[src/design/binary_to_decimal_ascii_defines.svh]
// assertion macros for the binary to decimal ascii converter
// no dependencies; included by the top level only
`ifndef BINARY_TO_DECIMAL_ASCII_DEFINES_SVH
`define BINARY_TO_DECIMAL_ASCII_DEFINES_SVH

// condition must hold in the same cycle as the trigger
`define B2DA_ASSERT_NOW(label, clk, rst_n, trig, cond) \
    label: assert property (@(posedge clk) disable iff (!rst_n) (trig) |-> (cond)) \
        else $error("b2da check failed");

// condition must hold after the trigger, at the delay given by dly
`define B2DA_ASSERT_LATER(label, clk, rst_n, trig, dly, cond) \
    label: assert property (@(posedge clk) disable iff (!rst_n) (trig) |-> ##dly (cond)) \
        else $error("b2da latency check failed");

`endif

[src/design/b2da_pkg.sv]
// shared constants, types and helpers for the binary to decimal ascii converter
// no dependencies
package b2da_pkg;

    localparam int BIN_W      = 32;
    localparam int DIGITS     = 10;
    localparam int BCD_W      = 4 * DIGITS;
    localparam int CHAR_W     = 6;
    localparam int LATENCY    = BIN_W + 1;
    localparam logic [CHAR_W-1:0] ASCII_ZERO = CHAR_W'(48);

    typedef logic [3:0]        digit_t;
    typedef logic [BIN_W-1:0]  bin_t;
    typedef logic [BCD_W-1:0]  bcd_t;
    typedef logic [CHAR_W-1:0] char_t;

    // one stage of the conversion chain
    typedef struct packed {
        logic valid;
        bin_t bin;
        bcd_t bcd;
    } stage_t;

    // add three to a digit of five or more, ahead of the doubling shift
    function automatic digit_t dabble(input digit_t d);
        digit_t r;
        r = d;
        if (d inside {[4'd5:4'd15]})
        begin
            r = d + 4'd3;
        end
        return r;
    endfunction

endpackage

[src/design/binary_to_decimal_ascii.sv]
// top level of the binary to decimal ascii converter
// depends on b2da_pkg, b2da_cell, b2da_encode and binary_to_decimal_ascii_defines.svh

// Converts an unsigned 32-bit value into ten ascii decimal characters, most
// significant first, leading zeros kept. A transfer is taken at every clock
// edge with start high (busy is always low), so a new value may follow in the
// very next cycle. The value passes through 33 registers: 32 double-dabble
// cells, one per input bit, then one output register. The first of these loads
// at the edge that takes the transfer; the value moves on through the later
// cells, and the output register's load puts the result on the ports. done is
// high for exactly one cycle with char_0..char_9; the receiver cannot stall
// and must take the result in that cycle. Results come out in input order.
module binary_to_decimal_ascii (
    input  logic                  clk,
    input  logic                  rst_n,
    input  logic                  start,
    output logic                  busy,
    input  logic [31:0]           value,
    output logic                  done,
    output logic [5:0]            char_0,
    output logic [5:0]            char_1,
    output logic [5:0]            char_2,
    output logic [5:0]            char_3,
    output logic [5:0]            char_4,
    output logic [5:0]            char_5,
    output logic [5:0]            char_6,
    output logic [5:0]            char_7,
    output logic [5:0]            char_8,
    output logic [5:0]            char_9
);
    import b2da_pkg::*;

    `include "binary_to_decimal_ascii_defines.svh"

    // links between neighbouring cells; link[0] is the incoming transfer
    stage_t link [BIN_W+1];
    char_t  chars [DIGITS];
    logic   accept;

    // the chain never blocks, so a transfer is taken whenever start is high
    assign busy   = 1'b0;
    assign accept = start & ~busy;

    // digits start at zero and the binary bits are shifted in msb first
    assign link[0] = '{valid: accept, bin: value, bcd: '0};

    // one cell per input bit
    for (genvar g = 0; g < BIN_W; g++)
    begin : g_cell
        b2da_cell u_cell (
            .clk       (clk),
            .rst_n     (rst_n),
            .stage_in  (link[g]),
            .stage_out (link[g+1])
        );
    end

    // ascii encoding and the result strobe
    b2da_encode u_encode (
        .clk      (clk),
        .rst_n    (rst_n),
        .stage_in (link[BIN_W]),
        .done     (done),
        .chars    (chars)
    );

    assign char_0 = chars[0];
    assign char_1 = chars[1];
    assign char_2 = chars[2];
    assign char_3 = chars[3];
    assign char_4 = chars[4];
    assign char_5 = chars[5];
    assign char_6 = chars[6];
    assign char_7 = chars[7];
    assign char_8 = chars[8];
    assign char_9 = chars[9];

    // every transfer yields a result after the fixed latency
    `B2DA_ASSERT_LATER(a_latency, clk, rst_n, accept, LATENCY, done)
    // no result without a matching transfer
    `B2DA_ASSERT_NOW(a_no_phantom, clk, rst_n, done, $past(accept, LATENCY))
    // leading digit of a 32-bit value is at most four
    `B2DA_ASSERT_NOW(a_top_digit, clk, rst_n, done, (char_0 >= 6'd48) && (char_0 <= 6'd52))
    // the units digit stays a decimal digit
    `B2DA_ASSERT_NOW(a_units_digit, clk, rst_n, done, (char_9 >= 6'd48) && (char_9 <= 6'd57))

endmodule

[src/design/b2da_cell.sv]
// one double-dabble cell: corrects the digits and shifts in one binary bit
// depends on b2da_pkg
module b2da_cell (
    input  logic            clk,
    input  logic            rst_n,
    input  b2da_pkg::stage_t stage_in,
    output b2da_pkg::stage_t stage_out
);
    import b2da_pkg::*;

    logic valid_reg;
    logic valid_next;
    bin_t bin_reg;
    bin_t bin_next;
    bcd_t bcd_reg;
    bcd_t bcd_next;
    bcd_t bcd_adj;

    always_comb
    begin
        for (int i = 0; i < DIGITS; i++)
        begin
            bcd_adj[4*i +: 4] = dabble(stage_in.bcd[4*i +: 4]);
        end
        bcd_next   = {bcd_adj[BCD_W-2:0], stage_in.bin[BIN_W-1]};
        bin_next   = {stage_in.bin[BIN_W-2:0], 1'b0};
        valid_next = stage_in.valid;
    end

    always_ff @(posedge clk or negedge rst_n)
    begin
        if (!rst_n)
        begin
            valid_reg <= 1'b0;
        end
        else
        begin
            valid_reg <= valid_next;
        end
    end

    always_ff @(posedge clk)
    begin
        bin_reg <= bin_next;
        bcd_reg <= bcd_next;
    end

    assign stage_out = '{valid: valid_reg, bin: bin_reg, bcd: bcd_reg};

endmodule

[src/design/b2da_encode.sv]
// output register: turns the finished bcd digits into ascii characters
// depends on b2da_pkg
module b2da_encode (
    input  logic             clk,
    input  logic             rst_n,
    input  b2da_pkg::stage_t stage_in,
    output logic             done,
    output b2da_pkg::char_t  chars [b2da_pkg::DIGITS]
);
    import b2da_pkg::*;

    logic  done_reg;
    logic  done_next;
    char_t chars_reg  [DIGITS];
    char_t chars_next [DIGITS];

    always_comb
    begin
        done_next = stage_in.valid;
        // most significant digit first
        for (int i = 0; i < DIGITS; i++)
        begin
            chars_next[i] = {2'b00, stage_in.bcd[BCD_W-1-4*i -: 4]} + ASCII_ZERO;
        end
    end

    always_ff @(posedge clk or negedge rst_n)
    begin
        if (!rst_n)
        begin
            done_reg <= 1'b0;
        end
        else
        begin
            done_reg <= done_next;
        end
    end

    always_ff @(posedge clk)
    begin
        chars_reg <= chars_next;
    end

    assign done  = done_reg;
    assign chars = chars_reg;

endmodule

[config.mk]
export PLATFORM = sky130hd
export DESIGN_NAME = binary_to_decimal_ascii
export DESIGN_NICKNAME = d
export VERILOG_FILES = /design/src/design/b2da_pkg.sv /design/src/design/binary_to_decimal_ascii.sv /design/src/design/b2da_cell.sv /design/src/design/b2da_encode.sv
export VERILOG_INCLUDE_DIRS = /design/src /design/src/design
export SDC_FILE = /design/constraint.sdc
export NUM_CORES = 1
export LEC_CHECK = 0
export ABC_AREA = 1
export BUFFER_PORTS_ARGS = -buffer_cell sky130_fd_sc_hd__buf_2
export CORE_MARGIN = 2
export CORE_UTILIZATION = 40
export DETAILED_ROUTE_END_ITERATION = 10
export SLEW_MARGIN = 0
export SYNTH_ARGS = -nofsm -noshare
export SYNTH_HDL_FRONTEND = slang
export SYNTH_SLANG_ARGS = --single-unit
[constraint.sdc]
create_clock -name clk -period 3.5 [get_ports clk]
set_input_delay 1.05 -clock clk [delete_from_list [all_inputs] [get_ports clk]]
set_output_delay 1.05 -clock clk [all_outputs]
set_load 0.005 [all_outputs]
* Word level (Yosys, flattened, before mapping) *
Cells that the tools add are included.

storage, ports and cells
  register bits after elaboration = 1650
  latch bits = 0
  bits in writable memories = 0
  memory bits (read-only) = 0
  bits of input ports = 35
  output and inout port bits = 62
  word-level logic and storage cells = 1451
  memories kept = 0

cells by class
  add/subtract/negate cells = 275
  multiply operators = 0
  divide/modulo/power cells = 0
  $lt $le $gt $ge = 530
  eq/ne operators = 0
  shifts and indexed selects = 0
  multiplexer cells = 265
  bitwise operators = 0
  reduce and logical (&&, ||, !) cells = 265

operator list
  operator              number
  $ge 4x3->1 const B    255
  $le 4x4->1 const B    255
  $add 4x2->4 const B   234
  $mux 4                234
  $logic_and 1x1->1     265
  $add 3x2->3 const B   21
  $mux 3                21
  $add 5x5->6 const B   10
  $le 1x4->1 const AB   9
  $add 1x2->3 const AB  9
  $ge 1x3->1 const AB   9
  $mux 1                10
  $le 1x4->1 const B    1
  $add 1x2->3 const B   1
  $ge 1x3->1 const B    1

* Logic depth before layout (Yosys ltp) *
Gate-level depths: netlist (run 1).

  depth after elaboration = 3
  gate-level depth with buffers = 8
  gate-level depth less buffers = 8

* Hierarchy *
A second synthesis (run 1) with hierarchy kept.

second synthesis, totals
  cells, all modules = 9120
  area total of the unflattened synthesis = 83229.8 sq um

by module, submodules not included
  module                   times used  cells each  area an instance (sq um)  seq. area each (sq um)
  b2da_cell                32          283         2570.0                    1446.4
  b2da_encode              1           62          979.7                     825.8
  binary_to_decimal_ascii  1           2           11.3                      0.0

* Worst setup path before layout (run 1) *
OpenSTA, ideal clock, no wires.

  kind = reg2out
  start point = reg u_encode.done_reg, in the netlist u_encode.done
  end point = out done
  arrival = 349 ps
  data required time = 2450 ps
  slack = 2101 ps
  cell stages (with the launch flop) = 1
  path buffers = 0
  cell sequence = dfrtp_1

RTL lines
  item                      RTL line                       RTL
  start: declaration        b2da_encode.sv:12              logic done_reg;
  start signal: assignment  b2da_encode.sv:35              done_reg <= done_next;
  end: declaration          binary_to_decimal_ascii.sv:19  output logic done,

No word-level cell between the ends.

* Final worst setup path (run 1) *
  start point = reg u_encode.done_reg, in the netlist u_encode.done
  end point = out done

No word-level cell between the ends.

==> reports/results.md, run 1 <==
| Parameter | Value |
| --- | --- |
| Outcome | complete, no violations |
| Top FF cell, synth | dfxtp_1 |
| Residual DRC | 0 |
| Max-cap violations | 0 |
| Resized cells post-CTS | 0 |
| Number of nets in the finished design | 5,160 |
| Highest Clock Rate | 447.6 MHz |
| Met1 capacity usage during global routing | 9.678% |
| Number of flip-flops in the largest register | 680 |
| Internal portion of total power | 32.44 mW |
| Area growth syn-to-layout | 14.91% |
| Largest cells by area after synthesis | dfxtp_1, ha_1, nand2_1, inv_1, o21ai_0 |
| Total routing resource utilization after global routing | 9.582% |
| Hold Crit Class | reg -> reg |
| Clock power share | 28.1% |
| Kind of critical path | reg -> out |
| Bufs and invs on worst path | 1 |
| Number of diodes added for antenna fixing | 0 |
| CTS Root Cell | clkbuf_16 |
| Sum of negative setup slack | 0 ns |
| Top cell type's share of synthesized area | 55.54% |
| Final-layout fill cell count | 10,190 |
| CP cell instances | buf_2 |
| Clock skew after layout | 0.01695 ns |
| Total power after layout | 49.43 mW |
| Count of routing violations after the opening detailed-route iteration | 790 |
| Endpoint of the lowest-slack register-to-register path | g_cell[21].u_cell.bcd_reg[28] |
| Number of H-tree levels | 4 |
| Hold wc startpoint | g_cell[16].u_cell.bin_reg[26] |
| Synth Area in Compound Gates | 10.63% |
| Antenna violations before repair | 0 |
| Final hold violations | 0 |
| Setup repair after global routing missed its margin | no |
| Final setup violating endpoints | 0 |
| Synthesized netlist cell count | 4,595 |
| P_sw | 16.99 mW |
| Most used standard cell by instance count after synthesis | dfxtp_1 |
| Met2 track demand over resource in global routing | 17.81% |
| Category of the worst setup path capture point | output pin |
| Post-synth EDFFs | 0 |
| Number of warning messages in the yosys log | 0 |
| Most utilized layer in the global route result | met2 |
| Relative slew slack | 54.68% |
| Vertical die dimension | 335.0 µm |
| Final critical-path share of the clock period | 63.84% |
| R2r worst-path depth | 8 |
| Number of primary I/O pins | 97 |
| Worst hold-check slack | 0.3117 ns |
| Effective utilization at floorplan | 40.32% |
| Vias | 27,280 |
| Adder and majority cell fraction of the synthesized area | 9.136% |
| Final Routed Wirelength | 51,860 µm |
| Insertion delay to the later sink of the worst-skew pair | 0.72 ns |
| Proportion of synthesized area in mux cells | 0% |
| Number of detailed-routing iterations run before antenna repair | 5 |
| Maximum fanout count along the critical path | 1 |
| Routed length per instance | 8.200 µm |
| Power per unit of standard cell area | 981.6 mW/mm² |
| Clock period minus final worst setup slack | 2.234 ns |
| Number of clock sinks seen by CTS | 1,249 |
| Maximum clock path buffer count | 3 |
| Mean post-synth cell area | 9.538 µm² |
| GRT Residual Overflow | 0 |
| Area share of and/or/nand/nor cells after synthesis | 16.23% |
| Net switching share of the total power | 34.38% |
| Part of the Yosys area used for sequential elements | 57.43% |
| Floorplan die area | 0.1122 mm² |
| Detailed placement HPWL | 34,990 µm |
| Hold-fix buffer count after cts | 0 |
| Worst path arrival time | 1.18 ns |
| Via count of the first global-routing pass | 25,230 |
| Hold path endpoint | g_cell[17].u_cell.bin_reg[27] |
| Register-to-Register Setup Slack | 2.14 ns |
| Sequential fraction of design power | 42.3% |
| Synth Cell Area | 0.04383 mm² |
| Static Leakage | 23.36 nW |
| Highest cell delay on the worst timing path | 0.35 ns |
| M3 GR Usage | 2.880% |
| Gate family responsible for the most delay along the worst path | flip-flops |
| VDD IR max | 510.5 µV |
| Cell taking the most area after synthesis | dfxtp_1 |
| Fraction of registers with async set/reset | 2.642% |
| Clock transition at the registers of the reported paths | 0.06 ns |
| Total number of placement rows | 121 |
| Total count of max-transition violations in the final report | 0 |
| Area used by sequential logic in the layout | 0.02517 mm² |
| Dominant combinational cell family by area after synthesis | simple AND/OR/NAND/NOR gates |
| Combinational share of power | 29.6% |
| Area of the placeable core | 0.1087 mm² |
| Cells on Worst Hold Path | 0 |
| Worst flop-to-flop path startpoint | g_cell[20].u_cell.bcd_reg[24] |
| First-pass GRT wire length | 95,650 µm |
| Highest-delay cell along the critical path | dfrtp_1 |
| Routability-driven placement congestion ratio | 0.7925 |
| Total area of multi-input combinational cells | 0.01594 mm² |
| Total setup buffers inserted after CTS | 0 |
| Number of distinct standard cells referenced by the synthesized netlist | 23 |
| Pin count of the biggest net entering global routing | 34 |
| Seq cells post-synth | 1,249 |
| Tightest Pin Transition | 0.6798 ns |
| Proportion of layout cells with a drive suffix above 1 | 18.63% |
| Area share of xor/xnor cells in the synthesized design | 0.1998% |
| List of most frequent post-synthesis cells | dfxtp_1, nand2_1, inv_1 |
| Type of origin of the critical path | register |
| Port buffer count | 75 |
| Die X | 335.0 µm |
| Post-route ant nets | 0 |
| CTS tree | yes |
| Clock buffer count from CTS | 135 |
| Detailed-route vias per instance | 4.313 |
| Worst path required time | 2.45 ns |
-- layer usage --
layer	share of wire [%]	wire (µm)
met4	3.2	1667
met5	0	0
met2	49	25410
met1	43	22480
met3	4.4	2302
-- final cells by class --
type	count	share of cell area (%)
tap	1414	3.513
clock buffer	192	7.672
inverter	701	5.225
clock inverter	51	1.212
multi-input combinational	2643	31.65
sequential	1249	49.98
timing repair buffer	75	0.7454
-- metrics by stage --
step | setup WS [ns] | instances | util (%) | instance area [µm²]
final | 1.266 | 6325 | 46.33 | 50360
after global routing | 1.183 | 6325 | 46.33 | 50360
after CTS | 1.187 | 6325 | 46.33 | 50360
after detailed placement | 1.870 | 6082 | 42.21 | 45890
after global placement | 1.895 | 6082 | 42.21 | 45890
after floorplan | 2.101 | 4614 | - | 43900
-- layout by cell type (no fill, tap or decap), types with 5 or more instances in the layout --
cell       synthesis  routed
buf_2              0      75
nor2_2             9       9
xor2_1            10      10
clkinv_2           0      23
nand2_2           60      60
clkinv_8           0       5
a21oi_2           62      62
clkbuf_8           0      25
bufinv_16          0       8
clkinv_1          14      14
o21ai_1           93      93
nand3_1          229     229
nor2_4           123     123
nand2_1          890     890
conb_1             2      21
inv_2            226     226
a21oi_1          169     169
inv_1            461     461
o21ai_2          144     144
clkbuf_16          0     136
dfxtp_1         1216    1216
dfrtp_1           33      33
nor2_1           214     214
ha_1             320     320
o21ai_0          292     292
inv_6              0       5
clkbuf_1           0      31
-- cell families (layout without fill, tap and decap cells) --
group	Yosys count	count (layout)
xor+xnor	10	10
compound gates	766	766
flops	1249	1249
fa+ha+maj	320	320
other cells	2	21
simple gates	1526	1526
buf+inv	722	1019
-- power groups by stage --
stage | Clock (mW) | Sequential [mW] | Combinational, mW
floorplan | 0 | 20.7 | 12.7
global placement | 0 | 21.2 | 14.4
detailed placement | 0 | 21.2 | 14.8
CTS | 14.5 | 20.9 | 14.9
global route | 15.1 | 21.5 | 17.3
finish | 13.9 | 20.9 | 14.6
-- how the worst max path moves through the flow --
stage                        from       endpoint  slack (ns)  depth (start not counted)
finish              u_encode.done           done        1.27                          1
global route        u_encode.done           done        1.18                          1
CTS                 u_encode.done           done        1.19                          1
detailed placement          rst_n  u_encode.done        1.87                          1
global placement            rst_n  u_encode.done        1.90                          1
floorplan           u_encode.done           done        2.10                          0
Power figures use the tool's default switching activity.
==> inputs of run 2 (changes only) <==
clock period = 1.85 ns   (was 3.5 ns; I/O delays follow)
==> reports/results.md, run 2 (same netlist as run 1, synthesis figures left out) <==
| Parameter | Value | vs previous |
| --- | --- | --- |
| Outcome | complete, no violations |  |
| Worst path arrival time | 1.21 ns | +0.03 ns |
| Total count of max-transition violations in the final report | 0 | unchanged |
| Routability-driven placement congestion ratio | 0.7735 | -2.4% |
| Type of origin of the critical path | register |  |
| Finished Core Util | 46.64% | +0.31 points |
| Number of clock sinks seen by CTS | 1,249 | unchanged |
| Final cell area excluding filler cells | 0.05070 mm² | +0.68% |
| Floorplan die area | 0.1122 mm² | unchanged |
| Total power after layout | 93.58 mW | +89% |
| Total routing resource utilization after global routing | 9.651% | +0.069 points |
| Final setup violating endpoints | 0 | unchanged |
| Proportion of layout cells with a drive suffix above 1 | 18.29% | -0.34 points |
| Count of routing violations after the opening detailed-route iteration | 843 | +6.7% |
| Clock skew after layout | 0.02081 ns | +0.003863 ns |
| Cell area after placement | 0.04589 mm² | unchanged |
| CTS Root Cell | clkbuf_16 |  |
| Pin count of the biggest net entering global routing | 34 | unchanged |
| Number of primary I/O pins | 97 | unchanged |
| Port buffer count | 75 | unchanged |
| Setup repair after global routing missed its margin | no |  |
| Number of detailed-routing iterations run before antenna repair | 5 | unchanged |
| Routed length per instance | 8.185 µm | -0.17% |
| Vertical die dimension | 335.0 µm | unchanged |
| Hold Crit Class | reg -> reg |  |
| Final-layout fill cell count | 10,200 | +0.098% |
| Final Routed Wirelength | 51,990 µm | +0.25% |
| Die X | 335.0 µm | unchanged |
| Area of the placeable core | 0.1087 mm² | unchanged |
| Tightest Pin Transition | 0.6846 ns | +0.004863 ns |
| Max-cap violations | 0 | unchanged |
| Area growth syn-to-layout | 15.68% |  |
| Detailed-route vias per instance | 4.301 | -0.28% |
| Resized cells post-CTS | 0 | unchanged |
| Worst path required time | 1.29 ns | -1.16 ns |
| Highest-delay cell along the critical path | dfrtp_1 |  |
| CTS tree | yes |  |
| Kind of critical path | reg -> out |  |
| Via count of the first global-routing pass | 25,020 | -0.82% |
| Number of diodes added for antenna fixing | 0 | unchanged |
| Static Leakage | 23.49 nW | +0.51% |
| Category of the worst setup path capture point | output pin |  |
| Number of nets in the finished design | 5,193 | +0.64% |
| Maximum clock path buffer count | 3 | unchanged |
| Clock transition at the registers of the reported paths | 0.06 ns | about the same |
| Total number of placement rows | 121 | unchanged |
| Final critical-path share of the clock period | 95.35% |  |
| DP Cell Count | 6,082 | unchanged |
| Clock period minus final worst setup slack | 1.764 ns |  |
| First-pass GRT wire length | 96,050 µm | +0.42% |
| Power per unit of standard cell area | 1846 mW/mm² | +88% |
| Post-layout instance count excluding filler cells | 6,352 | +0.43% |
| Gate family responsible for the most delay along the worst path | flip-flops |  |
| Effective utilization at floorplan | 40.32% | unchanged |
| Residual DRC | 0 | unchanged |
| Bufs and invs on worst path | 1 | unchanged |
| VDD IR max | 827.0 µV | +62% |
| Highest cell delay on the worst timing path | 0.37 ns | +0.02 ns |
| Insertion delay to the later sink of the worst-skew pair | 0.71 ns | about the same |
| Commonest non-fill, non-tap cells in the layout | dfxtp_1, nand2_1, inv_1 |  |
| Post-route ant nets | 0 | unchanged |
| Number of H-tree levels | 4 | unchanged |
| Maximum fanout count along the critical path | 1 | unchanged |
| CP cell instances | buf_2 |  |
| Vias | 27,320 | +0.14% |
| Relative slew slack | 54.36% | -0.32 points |
| Final hold violations | 0 | unchanged |
| Detailed placement HPWL | 34,720 µm | -0.75% |
| Clock buffer count from CTS | 134 | -0.74% |
| GRT Residual Overflow | 0 | unchanged |
| Number of flip-flops in the largest register | 680 | unchanged |
| Highest Clock Rate | 566.9 MHz |  |
| Most common library cell in the layout ignoring fill and taps | dfxtp_1 |  |
| Antenna violations before repair | 0 | unchanged |
run 2: cell count changes in the layout (fill, tap and decap cells not counted), sizes merged:
cell and change:
bufinv -1, clkbuf +6, clkinv -11, clkinvlp -1, dlygate4sd3 +34
run 2: area by class of cell:
| cell class | count | area (µm²) | share of cell area (%) |
|---|---|---|---|
| Clock buffer | 198 | 3919 | 7.729 |
| Multi-Input combinational cell | 2643 | 15940 | 31.44 |
| Tap cell | 1414 | 1769 | 3.489 |
| Inverter | 701 | 2631 | 5.190 |
| Clock inverter | 38 | 556.8 | 1.098 |
| Timing Repair Buffer | 109 | 715.7 | 1.412 |
| Sequential cell | 1249 | 25170 | 49.64 |
run 2: what timing repair did:
item | in CTS | in global routing
hold endpoints to repair | 66 | 0
setup buffers | 0 | 0
hold buffers | 34 | 0
endpoints found under the setup margin | 1 | 0
run 2: report_power, final:
group | total (mW) | switching, mW | internal (mW)
logic | 27.7 | 16.5 | 11.3
registers | 39.5 | 5.18 | 34.4
clock network | 26.3 | 10.5 | 15.8
run 2: routing by layer:
metal | track usage (%) | routed length, µm | vias up
met5 | 0 | 0 | -
met1 | 9.920 | 22560 | 11970
li1 | - | - | 14960
met3 | 2.862 | 2359 | 137
met4 | 4.685 | 1704 | 0
met2 | 17.77 | 25370 | 248
run 2: path summary, 6_finish.rpt:
check | start | to | slack (ns) | cells past startpoint
worst max-delay path | u_encode.done | done | 0.09 | 1
worst min-delay path | g_cell[16].u_cell.bin_reg[27] | g_cell[17].u_cell.bin_reg[28] | 0.30 | 0
worst max register to register | g_cell[17].u_cell.bcd_reg[20] | g_cell[18].u_cell.bcd_reg[24] | 0.50 | 8
worst min register to register | g_cell[16].u_cell.bin_reg[27] | g_cell[17].u_cell.bin_reg[28] | 0.30 | 0
max in group asynchronous | rst_n | g_cell[17].u_cell.valid_reg | 0.98 | 2
min in group asynchronous | rst_n | g_cell[2].u_cell.valid_reg | 0.42 | 2
run 2: through the flow:
stage,setup WS (ns),hold slack (ns),TNS [ns]
6_report,0.08599,0.3047,0
5_1_grt,0.003872,0.3137,0
4_1_cts,-0.006001,0.3003,-0.006001
3_5_place_dp,0.5031,0.3121,0
3_3_place_gp,0.5398,0.3095,0
2_1_floorplan,0.6222,0.2594,0
==> inputs of run 3 (changes only) <==
BUFFER_PORTS_ARGS = not set   (was -buffer_cell sky130_fd_sc_hd__buf_2)
DONT_BUFFER_PORTS = 1   (was not set)
clock period = 2.1 ns   (was 1.85 ns; I/O delays follow)
==> reports/results.md, run 3 (same netlist as run 1, synthesis figures left out) <==
| Parameter | Value | vs previous |
| --- | --- | --- |
| Final setup violating endpoints | 0 | unchanged |
| Area growth syn-to-layout | 14.77% |  |
| Category of the worst setup path capture point | output pin |  |
| Internal portion of total power | 53.70 mW | -13% |
| First-pass GRT wire length | 96,740 µm | +0.72% |
| Via count of the first global-routing pass | 25,200 | +0.71% |
| Total area of multi-input combinational cells | 0.01594 mm² | unchanged |
| Kind of critical path | reg -> out |  |
| Outcome | complete, no violations |  |
| Sum of negative setup slack | 0 ns | unchanged |
| CTS tree | yes |  |
| Most common library cell in the layout ignoring fill and taps | dfxtp_1 |  |
| Final-layout fill cell count | 10,100 | -0.95% |
| Final Routed Wirelength | 52,180 µm | +0.36% |
| P_sw | 28.28 mW | -12% |
| Number of primary I/O pins | 97 | unchanged |
| GRT Residual Overflow | 0 | unchanged |
| VDD IR max | 780.5 µV | -5.6% |
| Routability-driven placement congestion ratio | 0.7722 | -0.17% |
| Detailed-route vias per instance | 4.312 | +0.26% |
| Port buffer count | 0 | -100% |
| Total routing resource utilization after global routing | 9.707% | +0.056 points |
| Pin count of the biggest net entering global routing | 34 | unchanged |
| Maximum fanout count along the critical path | 1 | unchanged |
| Number of H-tree levels | 4 | unchanged |
| Net switching share of the total power | 34.50% | +0.14 points |
| Max-cap violations | 0 | unchanged |
| Clock power share | 27.9% | -0.2 points |
| Final critical-path share of the clock period | 82.21% |  |
| Clock period minus final worst setup slack | 1.726 ns |  |
| Clock transition at the registers of the reported paths | 0.06 ns | about the same |
| Residual DRC | 0 | unchanged |
| Combinational share of power | 29.4% | -0.2 points |
| Floorplan die area | 0.1122 mm² | unchanged |
| Area of the placeable core | 0.1087 mm² | unchanged |
| Worst path required time | 1.47 ns | +0.18 ns |
| Number of clock sinks seen by CTS | 1,249 | unchanged |
| Area used by sequential logic in the layout | 0.02517 mm² | unchanged |
| Sequential fraction of design power | 42.6% | +0.4 points |
| Worst path arrival time | 1.10 ns | -0.11 ns |
| DP Cell Count | 6,007 | -1.2% |
| Highest Clock Rate | 579.3 MHz |  |
| Effective utilization at floorplan | 40.32% | unchanged |
| Vias | 27,090 | -0.82% |
| Post-layout instance count excluding filler cells | 6,284 | -1.1% |
| Number of detailed-routing iterations run before antenna repair | 5 | unchanged |
| Antenna violations before repair | 0 | unchanged |
| Hold Crit Class | reg -> reg |  |
| Count of routing violations after the opening detailed-route iteration | 874 | +3.7% |
| Total number of placement rows | 121 | unchanged |
| Insertion delay to the later sink of the worst-skew pair | 0.72 ns | about the same |
| Proportion of layout cells with a drive suffix above 1 | 17.19% | -1.1 points |
| Vertical die dimension | 335.0 µm | unchanged |
| Finished Core Util | 46.27% | -0.37 points |
| Clock skew after layout | 0.02145 ns | +0.0006384 ns |
| Commonest non-fill, non-tap cells in the layout | dfxtp_1, nand2_1, inv_1 |  |
| Maximum clock path buffer count | 3 | unchanged |
| Routed length per instance | 8.303 µm | +1.4% |
| Post-route ant nets | 0 | unchanged |
| CTS Root Cell | clkbuf_16 |  |
| Number of diodes added for antenna fixing | 0 | unchanged |
| Detailed placement HPWL | 34,820 µm | +0.28% |
| Number of nets in the finished design | 5,120 | -1.4% |
| Final hold violations | 0 | unchanged |
| Setup repair after global routing missed its margin | no |  |
| Type of origin of the critical path | register |  |
| Number of flip-flops in the largest register | 680 | unchanged |
| Power per unit of standard cell area | 1630 mW/mm² | -12% |
| Total power after layout | 81.98 mW | -12% |
| Static Leakage | 23.17 nW | -1.3% |
| Die X | 335.0 µm | unchanged |
| Total count of max-transition violations in the final report | 0 | unchanged |
| Clock buffer count from CTS | 135 | +0.75% |
-- run 3: final cells by class --
class	count	area share (%)
inverters	701	5.231
repair buffers	35	0.7164
flip-flops and latches	1249	50.04
multi-input cells	2643	31.69
well taps	1414	3.517
clock inverters	47	1.080
clock buffers	195	7.726
-- run 3: metrics by stage --
stage,setup slack (ns),cell area (µm²),hold slack (ns)
final,0.3736,50300,0.3102
after global routing,0.2960,50300,0.3183
after CTS,0.2860,50300,0.3089
after detailed placement,0.7728,45510,0.3121
after global placement,0.7857,45510,0.3096
after floorplan,0.8722,43900,0.3096
-- run 3: worst paths after layout --
path | startpoint | end | slack (ns) | cells past startpoint
min reg2reg | g_cell[16].u_cell.bin_reg[27] | g_cell[17].u_cell.bin_reg[28] | 0.31 | 0
max in group asynchronous | rst_n | g_cell[22].u_cell.valid_reg | 1.55 | 2
min in group asynchronous | rst_n | g_cell[20].u_cell.valid_reg | 0.38 | 2
max reg2reg | g_cell[20].u_cell.bcd_reg[24] | g_cell[21].u_cell.bcd_reg[28] | 0.76 | 8
max | u_encode.done | done | 0.37 | 0
min | g_cell[16].u_cell.bin_reg[27] | g_cell[17].u_cell.bin_reg[28] | 0.31 | 0
-- run 3: power by group through the flow --
stage / combinational, mW / sequential (mW) / clock [mW]
after floorplan: 21.1 / 34.4 / 0
after global placement: 23.7 / 35.4 / 0
after detailed placement: 24.3 / 35.5 / 0
after CTS: 24.5 / 35.0 / 24.0
after global routing: 28.5 / 36.0 / 24.9
final: 24.1 / 34.9 / 22.9
-- run 3: metal layers --
layer	GRT usage, %	vias up	part of all wire (%)
met2	17.97	257	49
met1	9.985	11930	43
met4	4.370	0	2.8
met5	0	-	0
met3	2.949	115	4.4
li1	-	14790	-
-- run 3: repair_timing --
item	CTS	global route
buffers inserted	0	0
hold buffers	35	0
endpoints found under the hold margin	66	0
resized for setup	0	0
